### src/design/mbe_pkg.sv
// ============================================================================
// Escape-time pixel unit: package
// Shared types, register indexes, reset values, palette and saturation.
// ============================================================================
package mbe_pkg;

    // Fixed-point format and coordinate width
    localparam int FRAC_BITS  = 26;
    localparam int COORD_BITS = 12;
    localparam int ITER_OUT_W = 7;

    // Configuration port
    localparam int CFG_ADDR_W = 3;
    localparam int CFG_DATA_W = 32;

    localparam logic [CFG_ADDR_W-1:0] REG_PIXEL_STEP   = 3'd0;
    localparam logic [CFG_ADDR_W-1:0] REG_CENTER_RE    = 3'd1;
    localparam logic [CFG_ADDR_W-1:0] REG_CENTER_IM    = 3'd2;
    localparam logic [CFG_ADDR_W-1:0] REG_FRAME_WIDTH  = 3'd3;
    localparam logic [CFG_ADDR_W-1:0] REG_FRAME_HEIGHT = 3'd4;

    localparam logic [30:0] RST_PIXEL_STEP   = 31'd180677;
    localparam logic [31:0] RST_CENTER_RE    = 32'hFE00_0000;
    localparam logic [31:0] RST_CENTER_IM    = 32'h0000_0000;
    localparam logic [12:0] RST_FRAME_WIDTH  = 13'd1300;
    localparam logic [12:0] RST_FRAME_HEIGHT = 13'd950;

    // Front-to-back queue
    localparam int Q_DEPTH = 2;
    localparam int Q_PTR_W = $clog2(Q_DEPTH);

    typedef struct packed {
        logic [30:0]        pixel_step;
        logic signed [31:0] center_re;
        logic signed [31:0] center_im;
        logic [12:0]        frame_width;
        logic [12:0]        frame_height;
    } cfg_t;

    typedef struct packed {
        logic [COORD_BITS-1:0] col;
        logic [COORD_BITS-1:0] row;
    } pixel_t;

    typedef struct packed {
        logic [COORD_BITS-1:0] pixel_col;
        logic [COORD_BITS-1:0] pixel_row;
        logic [ITER_OUT_W-1:0] iterations;
        logic                  inside_res;
        logic [7:0]            red;
        logic [7:0]            green;
        logic [7:0]            blue;
    } result_t;

    // Mapped point handed from the front to the back
    typedef struct packed {
        logic [COORD_BITS-1:0] col;
        logic [COORD_BITS-1:0] row;
        logic signed [31:0]    c_re;
        logic signed [31:0]    c_im;
    } point_t;

    typedef struct packed {
        logic [7:0] red;
        logic [7:0] green;
        logic [7:0] blue;
    } rgb_t;

    // Clamp to the signed 32-bit range
    function automatic logic signed [31:0] sat32(input logic signed [63:0] v);
        logic signed [31:0] r;
        if (v > 64'sh0000_0000_7FFF_FFFF)
            r = 32'sh7FFF_FFFF;
        else if (v < -64'sh0000_0000_8000_0000)
            r = 32'sh8000_0000;
        else
            r = v[31:0];
        return r;
    endfunction

    // Fixed 16-entry escape palette
    function automatic rgb_t palette(input logic [3:0] idx);
        rgb_t c;
        unique case (idx)
            4'd0:  c = '{8'd66,  8'd30,  8'd15};
            4'd1:  c = '{8'd25,  8'd7,   8'd26};
            4'd2:  c = '{8'd9,   8'd1,   8'd47};
            4'd3:  c = '{8'd4,   8'd4,   8'd73};
            4'd4:  c = '{8'd0,   8'd7,   8'd100};
            4'd5:  c = '{8'd12,  8'd44,  8'd138};
            4'd6:  c = '{8'd24,  8'd82,  8'd177};
            4'd7:  c = '{8'd57,  8'd125, 8'd209};
            4'd8:  c = '{8'd134, 8'd181, 8'd229};
            4'd9:  c = '{8'd211, 8'd236, 8'd248};
            4'd10: c = '{8'd241, 8'd233, 8'd191};
            4'd11: c = '{8'd248, 8'd201, 8'd95};
            4'd12: c = '{8'd255, 8'd170, 8'd0};
            4'd13: c = '{8'd204, 8'd120, 8'd0};
            4'd14: c = '{8'd253, 8'd87,  8'd0};
            default: c = '{8'd106, 8'd52, 8'd3};
        endcase
        return c;
    endfunction

endpackage

### src/design/mbe_queue.sv
// ============================================================================
// Escape-time pixel unit: point queue
// Short FIFO of mapped points between the front end and the iteration engine.
// ============================================================================
module mbe_queue (
    input  logic            clk,
    input  logic            rst_n,
    input  logic            push,
    input  mbe_pkg::point_t wdata,
    output logic            full,
    input  logic            pop,
    output mbe_pkg::point_t rdata,
    output logic            empty
);
    import mbe_pkg::*;

    localparam logic [Q_PTR_W-1:0] LAST_PTR = Q_PTR_W'(Q_DEPTH - 1);
    localparam logic [Q_PTR_W:0]   DEPTH_CNT = (Q_PTR_W + 1)'(Q_DEPTH);

    point_t             entry_reg [Q_DEPTH];
    logic [Q_PTR_W-1:0] wr_ptr_reg;
    logic [Q_PTR_W-1:0] wr_ptr_next;
    logic [Q_PTR_W-1:0] rd_ptr_reg;
    logic [Q_PTR_W-1:0] rd_ptr_next;
    logic [Q_PTR_W:0]   cnt_reg;
    logic [Q_PTR_W:0]   cnt_next;
    logic               do_push;
    logic               do_pop;

    assign full    = (cnt_reg == DEPTH_CNT);
    assign empty   = (cnt_reg == '0);
    assign do_push = push & ~full;
    assign do_pop  = pop & ~empty;
    assign rdata   = entry_reg[rd_ptr_reg];

    // Advance pointers with wrap at the last entry
    always_comb
    begin
        wr_ptr_next = wr_ptr_reg;
        rd_ptr_next = rd_ptr_reg;
        cnt_next    = cnt_reg;
        if (do_push)
        begin
            wr_ptr_next = (wr_ptr_reg == LAST_PTR) ? '0 : wr_ptr_reg + 1'b1;
        end
        if (do_pop)
        begin
            rd_ptr_next = (rd_ptr_reg == LAST_PTR) ? '0 : rd_ptr_reg + 1'b1;
        end
        if (do_push && !do_pop)
        begin
            cnt_next = cnt_reg + 1'b1;
        end
        else if (do_pop && !do_push)
        begin
            cnt_next = cnt_reg - 1'b1;
        end
    end

    always_ff @(posedge clk or negedge rst_n)
    begin
        if (!rst_n)
        begin
            wr_ptr_reg <= '0;
            rd_ptr_reg <= '0;
            cnt_reg    <= '0;
        end
        else
        begin
            wr_ptr_reg <= wr_ptr_next;
            rd_ptr_reg <= rd_ptr_next;
            cnt_reg    <= cnt_next;
        end
    end

    always_ff @(posedge clk)
    begin
        if (do_push)
        begin
            entry_reg[wr_ptr_reg] <= wdata;
        end
    end

endmodule

### config.mk
export PLATFORM = sky130hd
export DESIGN_NAME = mbe_queue
export DESIGN_NICKNAME = d
export VERILOG_FILES = /design/src/design/mbe_pkg.sv /design/src/design/mbe_queue.sv
export SDC_FILE = /design/constraint.sdc
export NUM_CORES = 1
export LEC_CHECK = 0
export BUFFER_PORTS_ARGS = -buffer_cell sky130_fd_sc_hd__buf_2
export CAP_MARGIN = 25
export CORE_MARGIN = 5
export CORE_UTILIZATION = 40
export CTS_BUF_LIST = sky130_fd_sc_hd__clkbuf_8
export CTS_CLUSTER_SIZE = 30
export DETAILED_ROUTE_END_ITERATION = 10
export PLACE_DENSITY = 0.73
export SETUP_SLACK_MARGIN = 0.05
export SKIP_CTS_REPAIR_TIMING = 1
export SLEW_MARGIN = 30
export SYNTH_ARGS = -nofsm -noshare
export SYNTH_HDL_FRONTEND = slang
export SYNTH_SLANG_ARGS = --single-unit
### constraint.sdc
create_clock -name clk -period 6.4 [get_ports clk]
set_input_delay 0.64 -clock clk [delete_from_list [all_inputs] [get_ports clk]]
set_output_delay 0.64 -clock clk [all_outputs]
set_load 0.05 [all_outputs]
---- Yosys cells after proc, flatten, opt, wreduce, memory -nomap -nowiden ----
Memory sizes are Yosys's and may differ from the RTL's.
Cells that the tools add are included.
storage, ports and cells
  memory bits (read-only) ................. 0
  memories ................................ 1
  RAM bits ................................ 176
  bits in latches ......................... 0
  bits in registers ....................... 4
  bits of input ports ..................... 92
  output and inout bits ................... 90
operators by class
  reductions and logical operators ........ 6
  bitwise gates (word level) .............. 4
  eq/ne operators ......................... 1
  shift operators ......................... 0
  $lt $le $gt $ge ......................... 0
  multipliers ............................. 0
  add/sub/neg operators ................... 4
  divide/modulo/power cells ............... 0
  multiplexer cells ....................... 6
memories
  name       words  bits a word  read ports  clocked after memory_dff  write ports  line             RTL
  entry_reg  2      88           1           0                         1            mbe_queue.sv:20  point_t entry_reg [Q_DEPTH];
operators by type and width
  cell                 count
  $mux 1               4
  $mux 2               2
  $add 1x1->1 const B  2
  $add 2x1->2 const B  1
  $and 1x1->1          2
  $eq 2x2->1 const B   1
  $logic_and 1x1->1    2
  $logic_not 1->1      2
  $logic_not 2->1      1
  $not 1->1            2
  $reduce_bool 2->1    1
  $sub 2x1->2 const B  1

---- Logic depth before layout (Yosys ltp) ----
  depth after elaboration ................. 7
  depth in mapped cells ................... 7
  mapped depth without buffers ............ 7

---- Worst setup path before layout ----
No wires, ideal clock.
  kind .................................... input to register
  from .................................... in push
  to ...................................... mem entry_reg[0][0] (netlist bit), enable pin
  buffers on the path ..................... 0
  cell stages on the path ................. 2
  data arrival time ....................... 4396 ps
  setup slack ............................. 1469 ps
  path through ............................ nand2_1 -> nor2_1
on the way
  word-level cells in the longest chain between the ends .. 3
RTL lines
  element                       line             RTL
  start, declared               mbe_queue.sv:8   input logic push,
  $and 1x1->1                   mbe_queue.sv:32  assign do_push = push & ~full;
  $mux 1                        mbe_queue.sv:78  if (do_push)
  $mux 1 (implied by the code)  mbe_queue.sv:80  entry_reg[wr_ptr_reg] <= wdata;
  end, declared                 mbe_queue.sv:20
Every way passes these cells.

==> run summary <==
Die Height: 138 um
syn avg cell area: 22.5 um^2
synth cell count leaders: 176 x edfxtp_1, 78 x mux2_2, 10 x mux2_4, 7 x buf_2, 4 x dfrtp_1
H-Tree Depth: 4
hold path depth: 1
CP Max Fanout: 46
first-pass GRT wire length: 19700 um
maximum root-to-sink buffer count: 2
hold path startpoint: wdata[0]
starting density of the core: 41.1%
WHS: 0.383 ns
final net count: 581
Post-Syn Instances: 293
CTS tree: yes
final setup violating endpoints: 0
Multi-input gate area: 1130 um^2
headroom to the max-slew limit: 46.4%
die width: 138 um
cells taking the most area after synthesis: edfxtp_1 80%, mux2_2 13%, mux2_4 2.3%
Cell Rows: 46
final hold viol count: 0
sequential area share after synthesis: 81.9%
Worst VDD drop: 364 uV
Worst path slowest cell: dfrtp_4
GRT overflow: 0
Slew Limit Fails: 0
CP peak stage delay: 0.83 ns
Final HPWL DP: 8370 um
initial antenna violation count: 2
Pwr Density: 530 nW/um^2
FF/Latch Area: 5390 um^2
Vias per Instance: 4.64
WS Path Type: flop to output port
clock latency on the worst-skew pair: 0.44 ns
Pleak: 0.00306 uW
routed len/inst: 17.3 um
CTS clk-pin slew, worst paths: 0.09 ns
Worst Path Arrival: 2.63 ns
outcome: complete, no violations
CP startpoint kind: flop
CP Buf/Inv Count: 2
router iterations before antenna repair: 4
FILL cells: 1372
top cell family by delay on the critical path: buffers and inverters
dominant cell type by area after synthesis: edfxtp_1
clock root buffer master: clkbuf_8
setup_tns: 0 ns
Ports: 182
CTS sink count: 180
clock buffer count from CTS: 17
pin count of the biggest net entering global routing: 85
crit path capture type: output port
worst r2r src: cnt_reg[0]
DRC: 0
hold crit path type: primary input to flop
RSZ-0062 raised after global routing: no
Largest register FFs: 176
Detail Route Antenna Nets: 0
Synth Register Bits: 180
ys flop type: edfxtp_1
worst-path cell chain: buf_4 > mux2_2 > buf_2
total die area: 19100 um^2
vias: 3335
Syn Nets: 386
Post-synth ARST share: 2.22%
CP Data Required Time: 5.76 ns
drt initial violations: 163
flop2flop setup slack: 4.49 ns
actual slew at the worst max-slew pin: 0.804 ns
vias in the first global route: 3791
Max-Cap Viols: 0
Placeable Area: 16000 um^2
Post-synth EDFFs: 176
gr usage total: 13.2%
final RePlAce weighted congestion: 0.774
Synth warnings: 0
Routed WL: 12400 um
worst hold endpoint: entry_reg[1][0]
Critical R2R Capture: entry_reg[1][22]
port buffer count: 181
count of different cell masters after synthesis: 15
post-route clock period utilization: 51.1%
post-route minimum period: 3.27 ns
layout cells sized above 1: 60.2%
share of the synthesized area in the top cell type: 80.3%
Clock Skew: 0.0118 ns
fmax: 306 MHz
Mapped Area: 6580 um^2
Layout area overhead: 23.6%
Reg2Reg Depth: 3
count leader, synth: edfxtp_1
==> power breakdown <==
group	internal, uW	leakage, uW	total, uW	switching [uW]
Clock	375	0.000198	746	371
Combinational	505	0.00118	1830	1320
Sequential	1610	0.00168	1730	122
Total	2490	0.00306	4310	1820
==> cells by family after synthesis <==
group                      Yosys count  synth area share (%)
xor gates and xnor gates             5                 0.666
DFF                                180                  81.9
adders and majority gates            1                 0.190
and+or+nand+nor                      6                 0.418
AOI/OAI and AO/OA                    1                0.0760
muxes                               88                  15.6
buffers and inverters               12                  1.16
==> worst max path at each step <==
stage | startpoint | to | slack (ns) | cells past startpoint
after CTS | rd_ptr_reg | rdata[36] | 3.05 | 3
after global placement | rd_ptr_reg | rdata[74] | 3.60 | 3
after floorplan | push | entry_reg[0][0] | 1.47 | 2
after detailed placement | rd_ptr_reg | rdata[36] | 3.58 | 3
final | rd_ptr_reg | rdata[76] | 3.13 | 3
after global routing | rd_ptr_reg | rdata[74] | 2.96 | 3
==> metrics by stage <==
stage	cells	setup slack [ns]	util [%]	total power [uW]	area [um^2]
after floorplan	293	1.47	-	3240	6580
after global placement	684	3.60	48.3	3590	7730
after detailed placement	684	3.58	48.4	3620	7740
after CTS	715	3.05	50.7	4370	8120
after global routing	717	2.96	50.8	4520	8130
final	718	3.13	50.8	4310	8130
==> routing by layer <==
metal / share of wire, % / track usage, %
met5: 0.10 / 0
met4: 2.0 / 4.68
met3: 7.5 / 6.41
met2: 51 / 22.6
met1: 39 / 14.2
==> placed cells by master (no fill, tap or decap) <==
cell / count
buf_2: 181
edfxtp_1: 176
mux2_2: 78
clkbuf_8: 17
mux2_4: 10
inv_1: 6
xnor2_1: 3
bufinv_16: 3
clkinvlp_4: 3
dfrtp_1: 3
buf_4: 3
diode_2: 2
nor2_1: 2
xor2_1: 2
clkinv_1: 2
nand2b_1: 1
nand2_1: 1
o21ai_0: 1
and3_4: 1
nor2_4: 1
ha_1: 1
clkinv_2: 1
clkinv_4: 1
dlygate4sd3_1: 1
buf_6: 1
dfrtp_4: 1
==> final cells by class <==
cell class                      instances  share of cell area [%]
Tap cell                              216                    3.32
Timing Repair Buffer                  186                    11.7
Antenna cell                            2                  0.0615
Sequential cell                       180                    66.3
Clock inverter                         14                    1.83
Clock buffer                           17                    2.88
Inverter                                2                  0.0923
Multi-Input combinational cell        101                    13.9
Power figures use the tool's default switching activity.
