--- src/design/mbe_pkg.sv ---
// ============================================================================
// Escape-time pixel unit: package
// Shared types, register indexes, reset values, palette and saturation.
// ============================================================================
package mbe_pkg;

    // Fixed-point format and coordinate width
    localparam int FRAC_BITS  = 26;
    localparam int COORD_BITS = 12;
    localparam int ITER_OUT_W = 7;

    // Configuration port
    localparam int CFG_ADDR_W = 3;
    localparam int CFG_DATA_W = 32;

    localparam logic [CFG_ADDR_W-1:0] REG_PIXEL_STEP   = 3'd0;
    localparam logic [CFG_ADDR_W-1:0] REG_CENTER_RE    = 3'd1;
    localparam logic [CFG_ADDR_W-1:0] REG_CENTER_IM    = 3'd2;
    localparam logic [CFG_ADDR_W-1:0] REG_FRAME_WIDTH  = 3'd3;
    localparam logic [CFG_ADDR_W-1:0] REG_FRAME_HEIGHT = 3'd4;

    localparam logic [30:0] RST_PIXEL_STEP   = 31'd180677;
    localparam logic [31:0] RST_CENTER_RE    = 32'hFE00_0000;
    localparam logic [31:0] RST_CENTER_IM    = 32'h0000_0000;
    localparam logic [12:0] RST_FRAME_WIDTH  = 13'd1300;
    localparam logic [12:0] RST_FRAME_HEIGHT = 13'd950;

    // Front-to-back queue
    localparam int Q_DEPTH = 2;
    localparam int Q_PTR_W = $clog2(Q_DEPTH);

    typedef struct packed {
        logic [30:0]        pixel_step;
        logic signed [31:0] center_re;
        logic signed [31:0] center_im;
        logic [12:0]        frame_width;
        logic [12:0]        frame_height;
    } cfg_t;

    typedef struct packed {
        logic [COORD_BITS-1:0] col;
        logic [COORD_BITS-1:0] row;
    } pixel_t;

    typedef struct packed {
        logic [COORD_BITS-1:0] pixel_col;
        logic [COORD_BITS-1:0] pixel_row;
        logic [ITER_OUT_W-1:0] iterations;
        logic                  inside_res;
        logic [7:0]            red;
        logic [7:0]            green;
        logic [7:0]            blue;
    } result_t;

    // Mapped point handed from the front to the back
    typedef struct packed {
        logic [COORD_BITS-1:0] col;
        logic [COORD_BITS-1:0] row;
        logic signed [31:0]    c_re;
        logic signed [31:0]    c_im;
    } point_t;

    typedef struct packed {
        logic [7:0] red;
        logic [7:0] green;
        logic [7:0] blue;
    } rgb_t;

    // Clamp to the signed 32-bit range
    function automatic logic signed [31:0] sat32(input logic signed [63:0] v);
        logic signed [31:0] r;
        if (v > 64'sh0000_0000_7FFF_FFFF)
            r = 32'sh7FFF_FFFF;
        else if (v < -64'sh0000_0000_8000_0000)
            r = 32'sh8000_0000;
        else
            r = v[31:0];
        return r;
    endfunction

    // Fixed 16-entry escape palette
    function automatic rgb_t palette(input logic [3:0] idx);
        rgb_t c;
        unique case (idx)
            4'd0:  c = '{8'd66,  8'd30,  8'd15};
            4'd1:  c = '{8'd25,  8'd7,   8'd26};
            4'd2:  c = '{8'd9,   8'd1,   8'd47};
            4'd3:  c = '{8'd4,   8'd4,   8'd73};
            4'd4:  c = '{8'd0,   8'd7,   8'd100};
            4'd5:  c = '{8'd12,  8'd44,  8'd138};
            4'd6:  c = '{8'd24,  8'd82,  8'd177};
            4'd7:  c = '{8'd57,  8'd125, 8'd209};
            4'd8:  c = '{8'd134, 8'd181, 8'd229};
            4'd9:  c = '{8'd211, 8'd236, 8'd248};
            4'd10: c = '{8'd241, 8'd233, 8'd191};
            4'd11: c = '{8'd248, 8'd201, 8'd95};
            4'd12: c = '{8'd255, 8'd170, 8'd0};
            4'd13: c = '{8'd204, 8'd120, 8'd0};
            4'd14: c = '{8'd253, 8'd87,  8'd0};
            default: c = '{8'd106, 8'd52, 8'd3};
        endcase
        return c;
    endfunction

endpackage

--- src/design/mbe_front.sv ---
// ============================================================================
// Escape-time pixel unit: front end
// Accepts a pixel transaction, maps it onto the complex plane (multiply in
// the accept cycle, center add and saturation in the next) and pushes the
// point into the queue.
// ============================================================================
module mbe_front (
    input  logic            clk,
    input  logic            rst_n,
    input  mbe_pkg::cfg_t   cfg,
    input  logic            start,
    input  mbe_pkg::pixel_t pixel,
    output logic            busy,
    output logic            push,
    output mbe_pkg::point_t point,
    input  logic            q_full
);
    import mbe_pkg::*;

    localparam int OFF_W  = COORD_BITS + 2;
    localparam int PROD_W = OFF_W + 32;

    logic                     accept;
    logic                     vld_reg;
    logic                     vld_next;
    logic signed [OFF_W-1:0]  off_re;
    logic signed [OFF_W-1:0]  off_im;
    logic signed [PROD_W-1:0] prod_re_next;
    logic signed [PROD_W-1:0] prod_im_next;
    logic signed [PROD_W-1:0] prod_re_reg;
    logic signed [PROD_W-1:0] prod_im_reg;
    logic signed [PROD_W-1:0] sum_re;
    logic signed [PROD_W-1:0] sum_im;
    logic [COORD_BITS-1:0]    col_reg;
    logic [COORD_BITS-1:0]    row_reg;

    // Stall only when the stage holds a point the queue cannot take
    assign busy   = vld_reg & q_full;
    assign accept = start & ~busy;
    assign push   = vld_reg & ~q_full;

    // Doubled offset from the frame center: 2*pos - size
    assign off_re = $signed({1'b0, pixel.col, 1'b0})
                  - $signed({{(OFF_W-13){1'b0}}, cfg.frame_width});
    assign off_im = $signed({1'b0, pixel.row, 1'b0})
                  - $signed({{(OFF_W-13){1'b0}}, cfg.frame_height});

    assign prod_re_next = PROD_W'(off_re) * PROD_W'($signed({1'b0, cfg.pixel_step}));
    assign prod_im_next = PROD_W'(off_im) * PROD_W'($signed({1'b0, cfg.pixel_step}));

    // Halve (floor), add the center, clamp
    assign sum_re = (prod_re_reg >>> 1) + PROD_W'(cfg.center_re);
    assign sum_im = (prod_im_reg >>> 1) + PROD_W'(cfg.center_im);

    assign point.col  = col_reg;
    assign point.row  = row_reg;
    assign point.c_re = sat32(64'(sum_re));
    assign point.c_im = sat32(64'(sum_im));

    // Hold the stage until the queue takes it
    assign vld_next = accept | (vld_reg & q_full);

    always_ff @(posedge clk or negedge rst_n)
    begin
        if (!rst_n)
        begin
            vld_reg <= 1'b0;
        end
        else
        begin
            vld_reg <= vld_next;
        end
    end

    always_ff @(posedge clk)
    begin
        if (accept)
        begin
            col_reg     <= pixel.col;
            row_reg     <= pixel.row;
            prod_re_reg <= prod_re_next;
            prod_im_reg <= prod_im_next;
        end
    end

endmodule

--- config.mk ---
export PLATFORM = sky130hd
export DESIGN_NAME = mbe_front
export DESIGN_NICKNAME = d
export VERILOG_FILES = /design/src/design/mbe_pkg.sv /design/src/design/mbe_front.sv
export SDC_FILE = /design/constraint.sdc
export NUM_CORES = 2
export LEC_CHECK = 0
export ABC_AREA = 1
export BUFFER_PORTS_ARGS = -buffer_cell sky130_fd_sc_hd__buf_2
export CAP_MARGIN = 20
export CORE_UTILIZATION = 55
export DETAILED_ROUTE_END_ITERATION = 7
export PLACE_DENSITY = 0.74
export SYNTH_ARGS = -nofsm -noshare
export SYNTH_HDL_FRONTEND = slang
export SYNTH_SLANG_ARGS = --single-unit
--- constraint.sdc ---
create_clock -name clk -period 9.9 [get_ports clk]
set_input_delay 1.485 -clock clk [delete_from_list [all_inputs] [get_ports clk]]
set_output_delay 1.485 -clock clk [all_outputs]
set_load 0.02 [all_outputs]
# [Yosys cells after proc, flatten, opt, wreduce, memory -nomap -nowiden]
# Index checks and enable logic that the tools add are counted.
# Widths: inputs -> output; s select.
[word_totals] out_inout_bits=90 input_bits=149 word_cells=25 ff_bits=117
[op_classes] muxes=4 add_sub_neg=4 order_cmp=4 n_mul=2 bitwise=6
[op_table] cell="$mux 32" n=4
[op_table] cell="$add 45x32->46" n=2
[op_table] cell="$gt 46x32->1 const B" n=2
[op_table] cell="$lt 46x32->1 const B" n=2
[op_table] cell="$mul 14x32->46" n=2
[op_table] cell="$sub 13x13->14" n=2
[op_table] cell="$and 1x1->1" n=3
[op_table] cell="$not 1->1" n=2
[op_table] cell="$or 1x1->1" n=1

# [Depth between registers and ports, before layout]
[depth] ltp_word=4 ltp_mapped=40 depth_no_buf=39

# [Worst setup path after synthesis]
# OpenSTA, ideal clock, no wires.
[synth_timing] path_kind="input -> register" from="in cfg[15] (netlist name)" to="reg prod_re_reg[33] (data pin)" n_path_buf=1 t_arrival_ns=7.736 setup_time_ns=0.259 required_ns=9.641 stages=34 setup_slack_ns=1.905 cell_sequence="inv_1 > ha_1 > inv_2 > nor3_1 > a21oi_1 > or2_2 > nand2_1 > a21oi_1 > or2_2 > nand2_1 > inv_1 > clkbuf_1 > nand2_1 > fa_1 > fa_1 > inv_1 > fa_1 > fa_1 > fa_1 > inv_1 > fa_1 > inv_1 > ha_1 > nand2_1 > nor2_1 > inv_1 > o21ai_0 > nand2_1 > o211ai_1 > a21oi_1 > o21ai_0 > nand2_1 > nand2_1 > xor2_1"
[synth_via] elab_chain_len=2
[synth_rtl] item="start, declared" line="mbe_front.sv:10" rtl="input mbe_pkg::cfg_t cfg,"
[synth_rtl] item="$sub 13x13->14" line="mbe_front.sv:44" rtl="- $signed({{(OFF_W-13){1'b0}}, cfg.frame_width});"
[synth_rtl] item="$mul 14x32->46" line="mbe_front.sv:48" rtl="assign prod_re_next = PROD_W'(off_re) * PROD_W'($signed({1'b0, cfg.pixel_step}));"
[synth_rtl] item="named net prod_re_next[33]" line="mbe_front.sv:28" rtl="logic signed [PROD_W-1:0] prod_re_next;"
[synth_rtl] item="end signal, assigned" line="mbe_front.sv:81" rtl="prod_re_reg <= prod_re_next;"
[synth_rtl] item="end, declared" line="mbe_front.sv:30" rtl="logic signed [PROD_W-1:0] prod_re_reg;"
# The timed path passes the listed nets, and every way through them passes these cells.
# A chain may end at the register's enable or synchronous reset.

# [Worst setup path in the final report]
[layout_timing] from="in pixel[1] (netlist name)" to="reg prod_im_reg[41] (data pin)"
[layout_via] elab_chain_len=2
[layout_rtl] item="start, declared" line="mbe_front.sv:12" rtl="input mbe_pkg::pixel_t pixel,"
[layout_rtl] item="$sub 13x13->14" line="mbe_front.sv:46" rtl="- $signed({{(OFF_W-13){1'b0}}, cfg.frame_height});"
[layout_rtl] item="$mul 14x32->46" line="mbe_front.sv:49" rtl="assign prod_im_next = PROD_W'(off_im) * PROD_W'($signed({1'b0, cfg.pixel_step}));"
[layout_rtl] item="named net prod_im_next[41]" line="mbe_front.sv:29" rtl="logic signed [PROD_W-1:0] prod_im_next;"
[layout_rtl] item="end signal, assigned" line="mbe_front.sv:82" rtl="prod_im_reg <= prod_im_next;"
[layout_rtl] item="end, declared" line="mbe_front.sv:31" rtl="logic signed [PROD_W-1:0] prod_im_reg;"
# The timed path passes the listed nets, and every way through them passes these cells.

==> flow_summary.json <==
{
  "ys_ff_latch": 115,
  "worst_skew_pair.late_latency_ps": 470,
  "drive_gt1_share_pct": 7.36,
  "grt_overflow": 0,
  "grt_max_degree": 61,
  "start_util_pct": 56.0,
  "path_clk_slew_ps": 60,
  "synth_top_area_share_pct": 33.9,
  "firstDrtPassIters": 6,
  "core_area_um2": 73500,
  "critPathMaxFanout": 18,
  "period_share_pct": 92.4,
  "synth_edf_count": 114,
  "cpPeakStageDelay_ps": 560,
  "synth_nets": 6893,
  "r2r_start": "vld_reg",
  "synth_area_um2": 41100,
  "syn_inst": 5650,
  "outcome": "completed",
  "postRouteAntennaNets": 0,
  "timing.final.crit_period_ps": 9150,
  "cts_tree": "yes",
  "holdWs_ps": 510,
  "cp.arrival_ps": 9380,
  "startpoint_type": "primary input",
  "numCtsBuffers": 17,
  "yosysTopAreaCell": "fa_1",
  "synthToLayoutAreaGrowth_pct": 7.16,
  "fp.dieW_um": 275,
  "ctsHoldBuffers": 0,
  "dr.first_iter.drc_count": 3070,
  "ios": 239,
  "fin_nets": 7075,
  "endpoint_kind": "flop",
  "critPathSlowestCell": "fa_1",
  "via_count": 36920,
  "fmax_mhz": 109,
  "viasPerCell": 5.43,
  "maxCapViolations": 0,
  "cts-root-buf": "clkbuf_16",
  "crit_start": "pixel[1]",
  "grt_pass1_vias": 37037,
  "finalSetupViolations": 0,
  "finalHoldViolCount": 0,
  "die_area_um2": 75800,
  "gp_congestion": 0.998,
  "worst_slack_ps": 750,
  "grt_pass1_wl_um": 201000,
  "wl_per_cell_um": 18.8,
  "synth_area_leaders": "fa_1, nand2_1, ha_1",
  "skew_ps": 10.9,
  "fillers": 6939,
  "cts.sinks": 115,
  "rsz0062_at_grt": "no",
  "antenna_cells": 0,
  "synthArstFlopShare_pct": 0.870,
  "tns_ps": 0,
  "ys.warnings.count": 0,
  "placement.setup.worst_slack_ps": 473,
  "die_height_um": 275,
  "rr_worst_depth": 5,
  "port_buffers": 238,
  "synthFlopType": "edfxtp_1",
  "seq_area_frac_synth_pct": 8.39,
  "htree_levels": 4,
  "synth_area_per_cell_um2": 7.28,
  "synth_most_common_cell": "nand2_1",
  "drv_slew": 0,
  "drc": 0,
  "grt_antenna_before_repair": 1,
  "drt_wl_total_um": 128000,
  "hold_path.class": "flop to flop",
  "critical_path_class": "primary input to flop",
  "grtUsageTotal_pct": 34.9,
  "worst_pin_slew_ps": 1110,
  "synth_cell_types": 53,
  "crit_top_cell": "nand2_1",
  "whs_path_depth": 2,
  "ys_top_cells_by_count": "nand2_1, inv_1, fa_1",
  "postCtsSetupRepairBufs": 0,
  "min_from": "vld_reg",
  "core.rowCount": 99,
  "ctsResizeCount": 0,
  "cp.required_ps": 10130,
  "slew_headroom_pct": 25.7,
  "cts.path.max_buffers": 2,
  "hpwl_um": 107000
}
logic make-up after synthesis:
logic type      count (synthesis)  synth area share [%]
flops                         115                  8.39
compound gates                364                  5.01
xor+xnor                      139                  2.96
fa+ha+maj                    1094                  46.0
buf+inv                      1501                  13.9
simple gates                 2437                  23.7
cells in the final DEF (no fill, tap or decap), drive strengths merged, types with 25 or more instances in the layout:
master / synthesis / final
inv: 1333 / 1341
nand2: 1624 / 1624
nand3: 154 / 154
a21oi: 192 / 192
edfxtp: 114 / 114
xor2: 91 / 91
a31oi: 37 / 37
nor2: 551 / 551
fa: 696 / 696
o21ai: 71 / 71
ha: 398 / 398
nand4: 25 / 25
xnor2: 48 / 48
buf: 30 / 317
worst max-delay path, delay by kind of cell:
kind,cells,cell delay (ps)
adder cells (fa/ha/maj),8,3640
AO/OA/AOI/OAI,4,830
AND/OR/NAND/NOR,14,2150
buffers and inverters,8,1240
path summary, 6_finish.rpt:
check	slack [ps]	end
worst max-delay path	750	prod_im_reg[41]
worst min register to register	510	vld_reg
worst min-delay path	510	vld_reg
worst max register to register	7290	prod_re_reg[30]
min in group asynchronous	770	vld_reg
max in group asynchronous	9050	vld_reg
metal layers:
layer,track usage [%],share of wire [%],vias up
met5,0,0.010,-
met3,9.98,11,296
met4,12.9,3.8,2
li1,-,-,17142
met2,54.0,44,1741
met1,46.5,41,17739
layout make-up:
class / instances / area (um^2) / area share (%)
Tap cell: 959 / 1200 / 2.72
Clock buffer: 17 / 425 / 0.966
Timing Repair Buffer: 317 / 1810 / 4.11
Inverter: 1347 / 5060 / 11.5
Sequential cell: 115 / 3450 / 7.83
Clock inverter: 15 / 169 / 0.383
Multi-Input combinational cell: 4034 / 31900 / 72.5
per-stage QoR:
stage | cell area [um^2] | instances | utilization (%)
floorplan | 41100 | 5650 | -
global placement | 43500 | 6772 | 59.2
detailed placement | 43500 | 6772 | 59.2
CTS | 44000 | 6804 | 60.0
global route | 44000 | 6804 | 60.0
finish | 44000 | 6804 | 60.0
Power is not shown: default switching activity piles up to over one toggle a cycle in this logic, so the estimate is an artifact.
